--- src/design/lcora_pkg.sv ---
// shared constants and register codes for the load cell filter
package lcora_pkg;

    localparam int SAMPLE_W          = 24;
    localparam int WEIGHT_W          = 32;
    localparam int REG_W             = 32;
    localparam int FRAC_BITS         = 24;
    localparam int DEF_HISTORY_DEPTH = 16;
    localparam int PADDR_W           = 3;
    localparam int REG_IDX_W         = 1;

    localparam logic [REG_W-1:0]    SCALE_RECIP_RESET = 32'h0100_0000;
    localparam logic [WEIGHT_W-1:0] WEIGHT_MAX        = {1'b0, {(WEIGHT_W-1){1'b1}}};
    localparam logic [WEIGHT_W-1:0] WEIGHT_MIN        = {1'b1, {(WEIGHT_W-1){1'b0}}};

    localparam logic [REG_IDX_W-1:0] REG_ZERO_OFFSET = 1'b0;
    localparam logic [REG_IDX_W-1:0] REG_SCALE_RECIP = 1'b1;

endpackage

--- src/design/lcora_div.sv ---
// iterative restoring divider, signed dividend by unsigned divisor, truncating
module lcora_div #(
    parameter int DVD_W = 28,
    parameter int DVS_W = 5
) (
    input  logic                    i_clk,
    input  logic                    i_rst_n,
    input  logic                    i_start,
    input  logic signed [DVD_W-1:0] i_dividend,
    input  logic        [DVS_W-1:0] i_divisor,
    output logic                    o_done,
    output logic signed [DVD_W-1:0] o_quotient
);

    localparam int STEP_W = $clog2(DVD_W + 1);

    logic              r_busy;
    logic              r_done;
    logic [STEP_W-1:0] r_step;
    logic              r_neg;
    logic [DVD_W-1:0]  r_quo;
    logic [DVS_W-1:0]  r_rem;
    logic [DVS_W-1:0]  r_dvs;

    logic [DVS_W:0]    w_trial;
    logic [DVS_W:0]    w_sub;
    logic              w_ge;
    logic [DVS_W-1:0]  w_rem_nx;
    logic [DVD_W-1:0]  w_neg_dvd;

    assign w_trial   = {r_rem, r_quo[DVD_W-1]};
    assign w_sub     = w_trial - {1'b0, r_dvs};
    assign w_ge      = (w_trial >= {1'b0, r_dvs});
    assign w_rem_nx  = w_ge ? w_sub[DVS_W-1:0] : w_trial[DVS_W-1:0];
    assign w_neg_dvd = -i_dividend;

    always_ff @(posedge i_clk) begin
        if (!i_rst_n) begin
            r_busy <= 1'b0;
            r_done <= 1'b0;
            r_step <= '0;
        end else begin
            r_done <= 1'b0;
            if (i_start) begin
                r_busy <= 1'b1;
                r_step <= '0;
            end else if (r_busy) begin
                r_step <= r_step + STEP_W'(1);
                if (r_step == STEP_W'(DVD_W - 1)) begin
                    r_busy <= 1'b0;
                    r_done <= 1'b1;
                end
            end
        end
    end

    // quotient bits shift in as dividend magnitude bits shift out
    always_ff @(posedge i_clk) begin
        if (i_start) begin
            r_neg <= i_dividend[DVD_W-1];
            r_quo <= i_dividend[DVD_W-1] ? w_neg_dvd : i_dividend;
            r_rem <= '0;
            r_dvs <= i_divisor;
        end else if (r_busy) begin
            r_rem <= w_rem_nx;
            r_quo <= {r_quo[DVD_W-2:0], w_ge};
        end
    end

    assign o_done     = r_done;
    assign o_quotient = r_neg ? -signed'(r_quo) : signed'(r_quo);

`ifndef ASSERT_OFF
    a_start_idle: assert property (@(posedge i_clk) disable iff (!i_rst_n)
        i_start |-> !r_busy)
        else $error("divider started while busy");
    a_done_after_busy: assert property (@(posedge i_clk) disable iff (!i_rst_n)
        $fell(r_busy) && !i_start |-> r_done)
        else $error("divider finished without done");
    a_done_idle: assert property (@(posedge i_clk) disable iff (!i_rst_n)
        r_done |-> !r_busy)
        else $error("divider done while still busy");
`endif

endmodule

--- src/design/load_cell_outlier_reject_average_unit.sv ---
// load cell filter: outlier-rejecting moving average, scaling and offset
// Usage:
//   input channel i_in_valid/o_in_ready carries one raw 24-bit converter word
//   with calibrating and restart flags; output channel o_out_valid/i_out_ready
//   returns one signed 32-bit weight per request, in order.
//   Registers on the APB port: 0x0 zero_offset, 0x4 scale_reciprocal (Q8.24).
// Sequencing:
//   the history sits in a single-port memory with a registered read; the
//   sequencer sweeps it twice (sum, then deviation search) and runs two
//   divisions on a shared serial divider; the first sample after a clear
//   skips the filter.
//   One request is in flight at a time; the next is taken once the current
//   result sits in the output register.
// Reset: synchronous, active low; history fill count, write slot and
//   registers are cleared, scale_reciprocal returns to 1.0.
// Stall: a result held by i_out_ready low stays in the output register; the
//   next request is processed and then waits until that slot frees up.
module load_cell_outlier_reject_average_unit #(
    parameter int HISTORY_DEPTH = lcora_pkg::DEF_HISTORY_DEPTH
) (
    input  logic                                   i_clk,
    input  logic                                   i_rst_n,
    input  logic                                   i_in_valid,
    output logic                                   o_in_ready,
    input  logic        [lcora_pkg::SAMPLE_W-1:0]  i_raw_sample,
    input  logic                                   i_calibrating,
    input  logic                                   i_restart,
    output logic                                   o_out_valid,
    input  logic                                   i_out_ready,
    output logic signed [lcora_pkg::WEIGHT_W-1:0]  o_weight,
    input  logic                                   psel,
    input  logic                                   penable,
    input  logic                                   pwrite,
    input  logic        [lcora_pkg::PADDR_W-1:0]   paddr,
    input  logic        [lcora_pkg::REG_W-1:0]     pwdata,
    output logic        [lcora_pkg::REG_W-1:0]     prdata,
    output logic                                   pready
);

    import lcora_pkg::*;

    localparam int IDX_W  = $clog2(HISTORY_DEPTH);
    localparam int CNT_W  = $clog2(HISTORY_DEPTH + 1);
    localparam int SUM_W  = SAMPLE_W + $clog2(HISTORY_DEPTH);
    localparam int PROD_W = SAMPLE_W + REG_W;

    localparam logic [2:0] ST_IDLE = 3'd0;
    localparam logic [2:0] ST_SUM  = 3'd1;
    localparam logic [2:0] ST_DIV1 = 3'd2;
    localparam logic [2:0] ST_DEV  = 3'd3;
    localparam logic [2:0] ST_DIV2 = 3'd4;
    localparam logic [2:0] ST_MUL  = 3'd5;
    localparam logic [2:0] ST_SCL  = 3'd6;
    localparam logic [2:0] ST_OUT  = 3'd7;

    logic [2:0]                 r_state;
    logic [2:0]                 n_state;
    logic [CNT_W-1:0]           r_fill;
    logic [IDX_W-1:0]           r_slot;
    logic [CNT_W-1:0]           r_count;
    logic [CNT_W-1:0]           r_issue;
    logic                       r_dv;
    logic                       r_calib;
    logic signed [SAMPLE_W-1:0] r_val;
    logic signed [SAMPLE_W-1:0] r_mean;
    logic signed [SUM_W-1:0]    r_sum;
    logic [SAMPLE_W-1:0]        r_wdev;
    logic [SAMPLE_W-1:0]        r_wval;
    logic [SAMPLE_W-1:0]        r_rd_data;
    logic [WEIGHT_W-1:0]        r_prod;
    logic                       r_neg;
    logic signed [WEIGHT_W-1:0] r_scaled;
    logic                       r_out_vld;
    logic signed [WEIGHT_W-1:0] r_weight;
    logic signed [REG_W-1:0]    r_zero_offset;
    logic [REG_W-1:0]           r_scale_recip;
    logic [SAMPLE_W-1:0]        r_hist [HISTORY_DEPTH];

    logic                       w_accept;
    logic [CNT_W-1:0]           w_fill_eff;
    logic [IDX_W-1:0]           w_slot_eff;
    logic [CNT_W-1:0]           w_count;
    logic [IDX_W-1:0]           w_slot_nx;
    logic                       w_pass;
    logic                       w_issue;
    logic                       w_pass_done;
    logic signed [SUM_W-1:0]    w_rd_ext;
    logic signed [SUM_W-1:0]    w_wval_ext;
    logic signed [SAMPLE_W:0]   w_diff;
    logic signed [SAMPLE_W:0]   w_ndiff;
    logic [SAMPLE_W-1:0]        w_adev;
    logic                       w_div_start;
    logic signed [SUM_W-1:0]    w_div_dividend;
    logic [CNT_W-1:0]           w_div_divisor;
    logic                       w_div_done;
    logic signed [SUM_W-1:0]    w_div_quo;
    logic [SAMPLE_W-1:0]        w_mag;
    logic [PROD_W-1:0]          w_prod;
    logic [WEIGHT_W-1:0]        w_scaled;
    logic signed [WEIGHT_W:0]   w_off_diff;
    logic [WEIGHT_W-1:0]        w_off_sat;
    logic                       w_out_free;
    logic                       w_cfg_wr;
    logic [REG_IDX_W-1:0]       w_reg_idx;

    // request side
    assign o_in_ready = (r_state == ST_IDLE);
    assign w_accept   = i_in_valid && o_in_ready;
    assign w_fill_eff = i_restart ? '0 : r_fill;
    assign w_slot_eff = i_restart ? '0 : r_slot;
    assign w_count    = (w_fill_eff < CNT_W'(HISTORY_DEPTH)) ? w_fill_eff + CNT_W'(1)
                                                            : CNT_W'(HISTORY_DEPTH);
    assign w_slot_nx  = (w_slot_eff == IDX_W'(HISTORY_DEPTH - 1)) ? '0
                                                                 : w_slot_eff + IDX_W'(1);

    // memory sweep over entries 0 .. count-1, read data registered and arriving in the cycle after its address
    assign w_pass      = (r_state == ST_SUM) || (r_state == ST_DEV);
    assign w_issue     = w_pass && (r_issue != r_count);
    assign w_pass_done = w_pass && (r_issue == r_count) && !r_dv;

    assign w_rd_ext   = signed'({{(SUM_W-SAMPLE_W){r_rd_data[SAMPLE_W-1]}}, r_rd_data});
    assign w_wval_ext = signed'({{(SUM_W-SAMPLE_W){r_wval[SAMPLE_W-1]}}, r_wval});
    assign w_diff     = signed'({r_mean[SAMPLE_W-1], r_mean})
                      - signed'({r_rd_data[SAMPLE_W-1], r_rd_data});
    assign w_ndiff    = -w_diff;
    assign w_adev     = w_diff[SAMPLE_W] ? w_ndiff[SAMPLE_W-1:0] : w_diff[SAMPLE_W-1:0];

    // sum minus the dropped entry gives the second average's numerator
    assign w_div_start    = w_pass_done;
    assign w_div_dividend = (r_state == ST_SUM) ? r_sum : r_sum - w_wval_ext;
    assign w_div_divisor  = (r_state == ST_SUM) ? r_count : r_count - CNT_W'(1);

    lcora_div #(
        .DVD_W (SUM_W),
        .DVS_W (CNT_W)
    ) u_div (
        .i_clk      (i_clk),
        .i_rst_n    (i_rst_n),
        .i_start    (w_div_start),
        .i_dividend (w_div_dividend),
        .i_divisor  (w_div_divisor),
        .o_done     (w_div_done),
        .o_quotient (w_div_quo)
    );

    // scaling and offset
    assign w_mag      = r_val[SAMPLE_W-1] ? SAMPLE_W'(-r_val) : r_val;
    assign w_prod     = w_mag * r_scale_recip;
    assign w_scaled   = (!r_neg && r_prod[WEIGHT_W-1]) ? WEIGHT_MAX
                      : (r_neg ? -r_prod : r_prod);
    assign w_off_diff = signed'({r_scaled[WEIGHT_W-1], r_scaled})
                      - signed'({r_zero_offset[REG_W-1], r_zero_offset});
    assign w_off_sat  = (w_off_diff[WEIGHT_W] != w_off_diff[WEIGHT_W-1])
                      ? (w_off_diff[WEIGHT_W] ? WEIGHT_MIN : WEIGHT_MAX)
                      : w_off_diff[WEIGHT_W-1:0];
    assign w_out_free = !r_out_vld || i_out_ready;

    // configuration port
    assign w_cfg_wr  = psel && penable && pwrite && pready;
    assign w_reg_idx = paddr[PADDR_W-1 -: REG_IDX_W];
    assign pready    = 1'b1;

    always_comb begin
        unique case (w_reg_idx)
            REG_ZERO_OFFSET: prdata = r_zero_offset;
            REG_SCALE_RECIP: prdata = r_scale_recip;
            default:         prdata = '0;
        endcase
    end

    always_comb begin
        n_state = r_state;
        unique case (r_state)
            ST_IDLE: begin
                if (w_accept) begin
                    n_state = (w_fill_eff == '0) ? ST_MUL : ST_SUM;
                end
            end
            ST_SUM: begin
                if (w_pass_done) begin
                    n_state = ST_DIV1;
                end
            end
            ST_DIV1: begin
                if (w_div_done) begin
                    n_state = ST_DEV;
                end
            end
            ST_DEV: begin
                if (w_pass_done) begin
                    n_state = ST_DIV2;
                end
            end
            ST_DIV2: begin
                if (w_div_done) begin
                    n_state = ST_MUL;
                end
            end
            ST_MUL: n_state = ST_SCL;
            ST_SCL: n_state = ST_OUT;
            ST_OUT: begin
                if (w_out_free) begin
                    n_state = ST_IDLE;
                end
            end
            default: n_state = ST_IDLE;
        endcase
    end

    // history memory: writes only at request time, reads only during sweeps,
    // so the sequencer keeps the two from touching the same entry at once
    always_ff @(posedge i_clk) begin
        if (w_accept) begin
            r_hist[w_slot_eff] <= i_raw_sample;
        end
        if (w_issue) begin
            r_rd_data <= r_hist[r_issue[IDX_W-1:0]];
        end
    end

    always_ff @(posedge i_clk) begin
        if (!i_rst_n) begin
            r_state       <= ST_IDLE;
            r_fill        <= '0;
            r_slot        <= '0;
            r_issue       <= '0;
            r_dv          <= 1'b0;
            r_out_vld     <= 1'b0;
            r_zero_offset <= '0;
            r_scale_recip <= SCALE_RECIP_RESET;
        end else begin
            r_state <= n_state;
            if (w_cfg_wr) begin
                unique case (w_reg_idx)
                    REG_ZERO_OFFSET: r_zero_offset <= pwdata;
                    REG_SCALE_RECIP: r_scale_recip <= pwdata;
                    default: ;
                endcase
            end
            if (w_accept) begin
                r_fill <= w_count;
                r_slot <= w_slot_nx;
            end
            r_dv <= w_issue;
            if (w_issue) begin
                r_issue <= r_issue + CNT_W'(1);
            end else if (w_pass_done) begin
                r_issue <= '0;
            end
            if ((r_state == ST_OUT) && w_out_free) begin
                r_out_vld <= 1'b1;
            end else if (o_out_valid && i_out_ready) begin
                r_out_vld <= 1'b0;
            end
        end
    end

    always_ff @(posedge i_clk) begin
        if (w_accept) begin
            r_calib <= i_calibrating;
            r_val   <= i_raw_sample;
            r_count <= w_count;
            r_sum   <= '0;
        end
        if ((r_state == ST_SUM) && r_dv) begin
            r_sum <= r_sum + w_rd_ext;
        end
        if ((r_state == ST_DIV1) && w_div_done) begin
            r_mean <= w_div_quo[SAMPLE_W-1:0];
            r_wdev <= '0;
        end
        // last index wins on equal deviation
        if ((r_state == ST_DEV) && r_dv && (w_adev >= r_wdev)) begin
            r_wdev <= w_adev;
            r_wval <= r_rd_data;
        end
        if ((r_state == ST_DIV2) && w_div_done) begin
            r_val <= w_div_quo[SAMPLE_W-1:0];
        end
        if (r_state == ST_MUL) begin
            r_neg  <= r_val[SAMPLE_W-1];
            r_prod <= w_prod[FRAC_BITS +: WEIGHT_W];
        end
        if (r_state == ST_SCL) begin
            r_scaled <= w_scaled;
        end
        if ((r_state == ST_OUT) && w_out_free) begin
            r_weight <= r_calib ? r_scaled : signed'(w_off_sat);
        end
    end

    assign o_out_valid = r_out_vld;
    assign o_weight    = r_weight;

`ifndef ASSERT_OFF
    a_fill_bound: assert property (@(posedge i_clk) disable iff (!i_rst_n)
        r_fill <= CNT_W'(HISTORY_DEPTH))
        else $error("fill count beyond history depth");
    a_restart_fill: assert property (@(posedge i_clk) disable iff (!i_rst_n)
        w_accept && i_restart |=> (r_fill == CNT_W'(1)) && (r_slot == IDX_W'(1 % HISTORY_DEPTH)))
        else $error("restart did not clear history state");
    a_first_bypass: assert property (@(posedge i_clk) disable iff (!i_rst_n)
        w_accept && (i_restart || (r_fill == '0)) |=> (r_state == ST_MUL))
        else $error("first sample after clear went through the filter");
    a_hold_result: assert property (@(posedge i_clk) disable iff (!i_rst_n)
        (r_state == ST_OUT) && r_out_vld && !i_out_ready |=>
            (r_state == ST_OUT) && $stable(r_weight))
        else $error("pending result overwritten");
    a_count_nonzero: assert property (@(posedge i_clk) disable iff (!i_rst_n)
        (r_state != ST_IDLE) |-> (r_count != '0))
        else $error("busy with empty history");
`endif

endmodule

--- config.mk ---
export PLATFORM = sky130hd
export DESIGN_NAME = load_cell_outlier_reject_average_unit
export DESIGN_NICKNAME = d
export VERILOG_FILES = /design/src/design/lcora_pkg.sv /design/src/design/lcora_div.sv /design/src/design/load_cell_outlier_reject_average_unit.sv
export SDC_FILE = /design/constraint.sdc
export NUM_CORES = 2
export LEC_CHECK = 0
export BUFFER_PORTS_ARGS = -buffer_cell sky130_fd_sc_hd__clkbuf_2
export CORE_ASPECT_RATIO = 1.4
export CORE_UTILIZATION = 65
export CTS_CLUSTER_DIAMETER = 150
export DETAILED_ROUTE_END_ITERATION = 12
export PLACE_DENSITY = 0.91
export SLEW_MARGIN = 40
export SYNTH_ARGS = -nofsm -noshare
export SYNTH_HDL_FRONTEND = slang
export SYNTH_HIERARCHICAL = 1
export SYNTH_SLANG_ARGS = --single-unit
--- constraint.sdc ---
create_clock -name i_clk -period 21.8 [get_ports i_clk]
set_input_delay 1.09 -clock i_clk [delete_from_list [all_inputs] [get_ports i_clk]]
set_output_delay 1.09 -clock i_clk [all_outputs]
set_load 0.01 [all_outputs]
==> impl_metrics.yaml <==
routing:
  postRouteAntennaNets: 0
  wl_met2_um: 87000
  dr.first_iter.drc_count: 5709
  drt-pass1-iter-count: 8
  vias: 47000
  wirelength_um: 176000
  wl_per_cell_um: 24.7
  wl_met1_um: 54300
  highest_layer: "met5"
  vias_per_cell: 6.59
  wl_met3_um: 18900
  drc_errors: 0
worst_setup_path:
  reg2reg_from: "r_val[10]$_DFFE_PP_"
  r2r_setup_slack_ps: 12180
  reg2reg_depth: 30
  path_buf_inv: 4
  required_ps: 22210
  critical_path_class: "reg2reg"
  critPathArrivalTime_ps: 10030
  path_delay_family: "adder cells"
  max_stage_delay_ps: 550
  crit_path_frequent_cell: "fa_1"
  end_kind: "register"
  worstSetupStartpointType: "register"
  crit_fanout: 32
  cpMaxStageDelayCell: "fa_1"
  worst_r2r_endpoint: "r_prod[31]$_DFFE_PP_"
placed_design:
  port_buffers: 131
  gp_congestion: 0.950
  place_inst: 6999
  hpwl_um: 118000
grt:
  grt_pass1_wl_um: 273000
  groute.usage.overall_pct: 37.1
  antenna_found_initial: 6
  grt_max_degree: 80
  grt_pass1_vias: 49800
  globalRouteOverflowTotal: 0
timing:
  slew_headroom_pct: 39.2
  fin_crit_sh_pct: 44.1
  setup-tns-final_ps: 0
  hold_slack_ps: 455
  setup_violations: 0
  finClkSkew_ps: 63.3
  worstMarginPinSlew_ps: 909
  maxSlewViolCount: 0
  fmax_ghz: 0.104
  min_period_ps: 9620
  hold_viol: 0
  grt_setup_unrepaired: "no"
floorplan:
  placeableCoreArea_mm2: 0.0944
  die_area_mm2: 0.0970
  die_h_um: 368
  pin_count: 135
  die_w_um: 264
  rows: 133
  start_util_pct: 66.0
cells_and_area:
  fin_nets: 6920
  n_fill_cell: 5853
  multi_input_area_mm2: 0.0360
  mostFrequentLayoutCells: "889 x inv_1, 834 x nand2_1, 669 x edfxtp_1"
  drive_gt1_share_pct: 9.68
  seq_area_mm2: 0.0220
  syn2layout_area_growth_pct: 7.35
  fin_cells: 7135
  mostFrequentLayoutCell: "inv_1"
  fin_util_pct: 70.8
clock_network:
  htree_num_levels: 3
  numCtsBuffers: 72
  ctsRootBufferMaster: "clkbuf_16"
  cts_setup_buffers: 0
  cts_resized: 0
  clock_sink_count: 764
  hold_buffers: 0
  clk_latency_ps: 730
  cts_tree: "yes"
  cts_max_path_buffers: 3
  clkSlewWorstSetupHoldPaths_ps: 60
hold_path:
  holdPathEnd: "r_zero_offset[13]$_SDFFE_PN0P_"
  hold_class: "reg2reg"
  whs_path_depth: 2
  hold_path.startpoint: "r_zero_offset[13]$_SDFFE_PN0P_"
run:
  drv_cap: 0
yosys:
  synth.avg_cell_area_um2: 10.6
  syn_area_mm2: 0.0622
  synth_nets: 6911
  syn_inst: 5850
  ys_warn_count: 6
status:
  status: "finished, final reports clean"
pwr:
  leakage_uw: 0.0284
  power_uw: 5380
  pwr_density_cell_mw_per_mm2: 80.6
  ir_drop_mv: 0.0922
[worst min-delay path, delay by kind of cell, from the launching register on]
| kind | cells | cell delay, ps |
|---|---|---|
| flip-flops | 1 | 310 |
| AO/OA/AOI/OAI | 1 | 50 |
| AND/OR/NAND/NOR | 1 | 50 |
[layout make-up]
cell class / instances / share of cell area (%)
diodes: 2 / 0.00749
clock buffers: 90 / 2.86
clock inverters: 43 / 0.824
inverters: 894 / 5.02
multi-input cells: 3899 / 54.0
flip-flops and latches: 764 / 32.9
well taps: 1215 / 2.28
repair buffers: 228 / 2.11
[registers in the layout, summed over array words and instances (netlist names), 24 cells and up]
name           count
u_div/r_quo       28
r_hist           384
r_zero_offset     32
r_scaled          32
r_val             24
r_wdev            24
r_sum             28
r_scale_recip     32
r_wval            24
o_weight          32
r_rd_data         24
r_mean            24
r_prod            32
[worst max path at each step]
stage	depth (start not counted)	end	startpoint	slack (ps)
after floorplan	30	r_prod[25]$_DFFE_PP_	r_val[10]$_DFFE_PP_	13430
after global placement	30	r_prod[31]$_DFFE_PP_	r_val[10]$_DFFE_PP_	12420
after detailed placement	31	r_prod[29]$_DFFE_PP_	r_val[10]$_DFFE_PP_	12460
after CTS	31	r_prod[31]$_DFFE_PP_	r_val[10]$_DFFE_PP_	12240
after global routing	31	r_prod[31]$_DFFE_PP_	r_val[10]$_DFFE_PP_	11780
final	30	r_prod[31]$_DFFE_PP_	r_val[10]$_DFFE_PP_	12180
[metrics by stage]
step / setup WS [ps] / instance area (µm²)
final: 12180 / 66800
after detailed placement: 12460 / 64300
after global routing: 11780 / 66800
after CTS: 12240 / 66800
after global placement: 12420 / 64200
after floorplan: 13430 / 62200
[metal layers]
layer / vias to the layer above / track usage, %
met3: 1213 / 8.78
met2: 3683 / 62.9
met5: - / 0
met1: 22800 / 39.7
met4: 6 / 29.6
li1: 19400 / -
[power breakdown]
part	internal, µW	switching [µW]	leakage [µW]
Clock	732	617	0.00120
Combinational	799	1430	0.0204
Sequential	1720	91.9	0.00680
(Power assumes the default switching activity.)
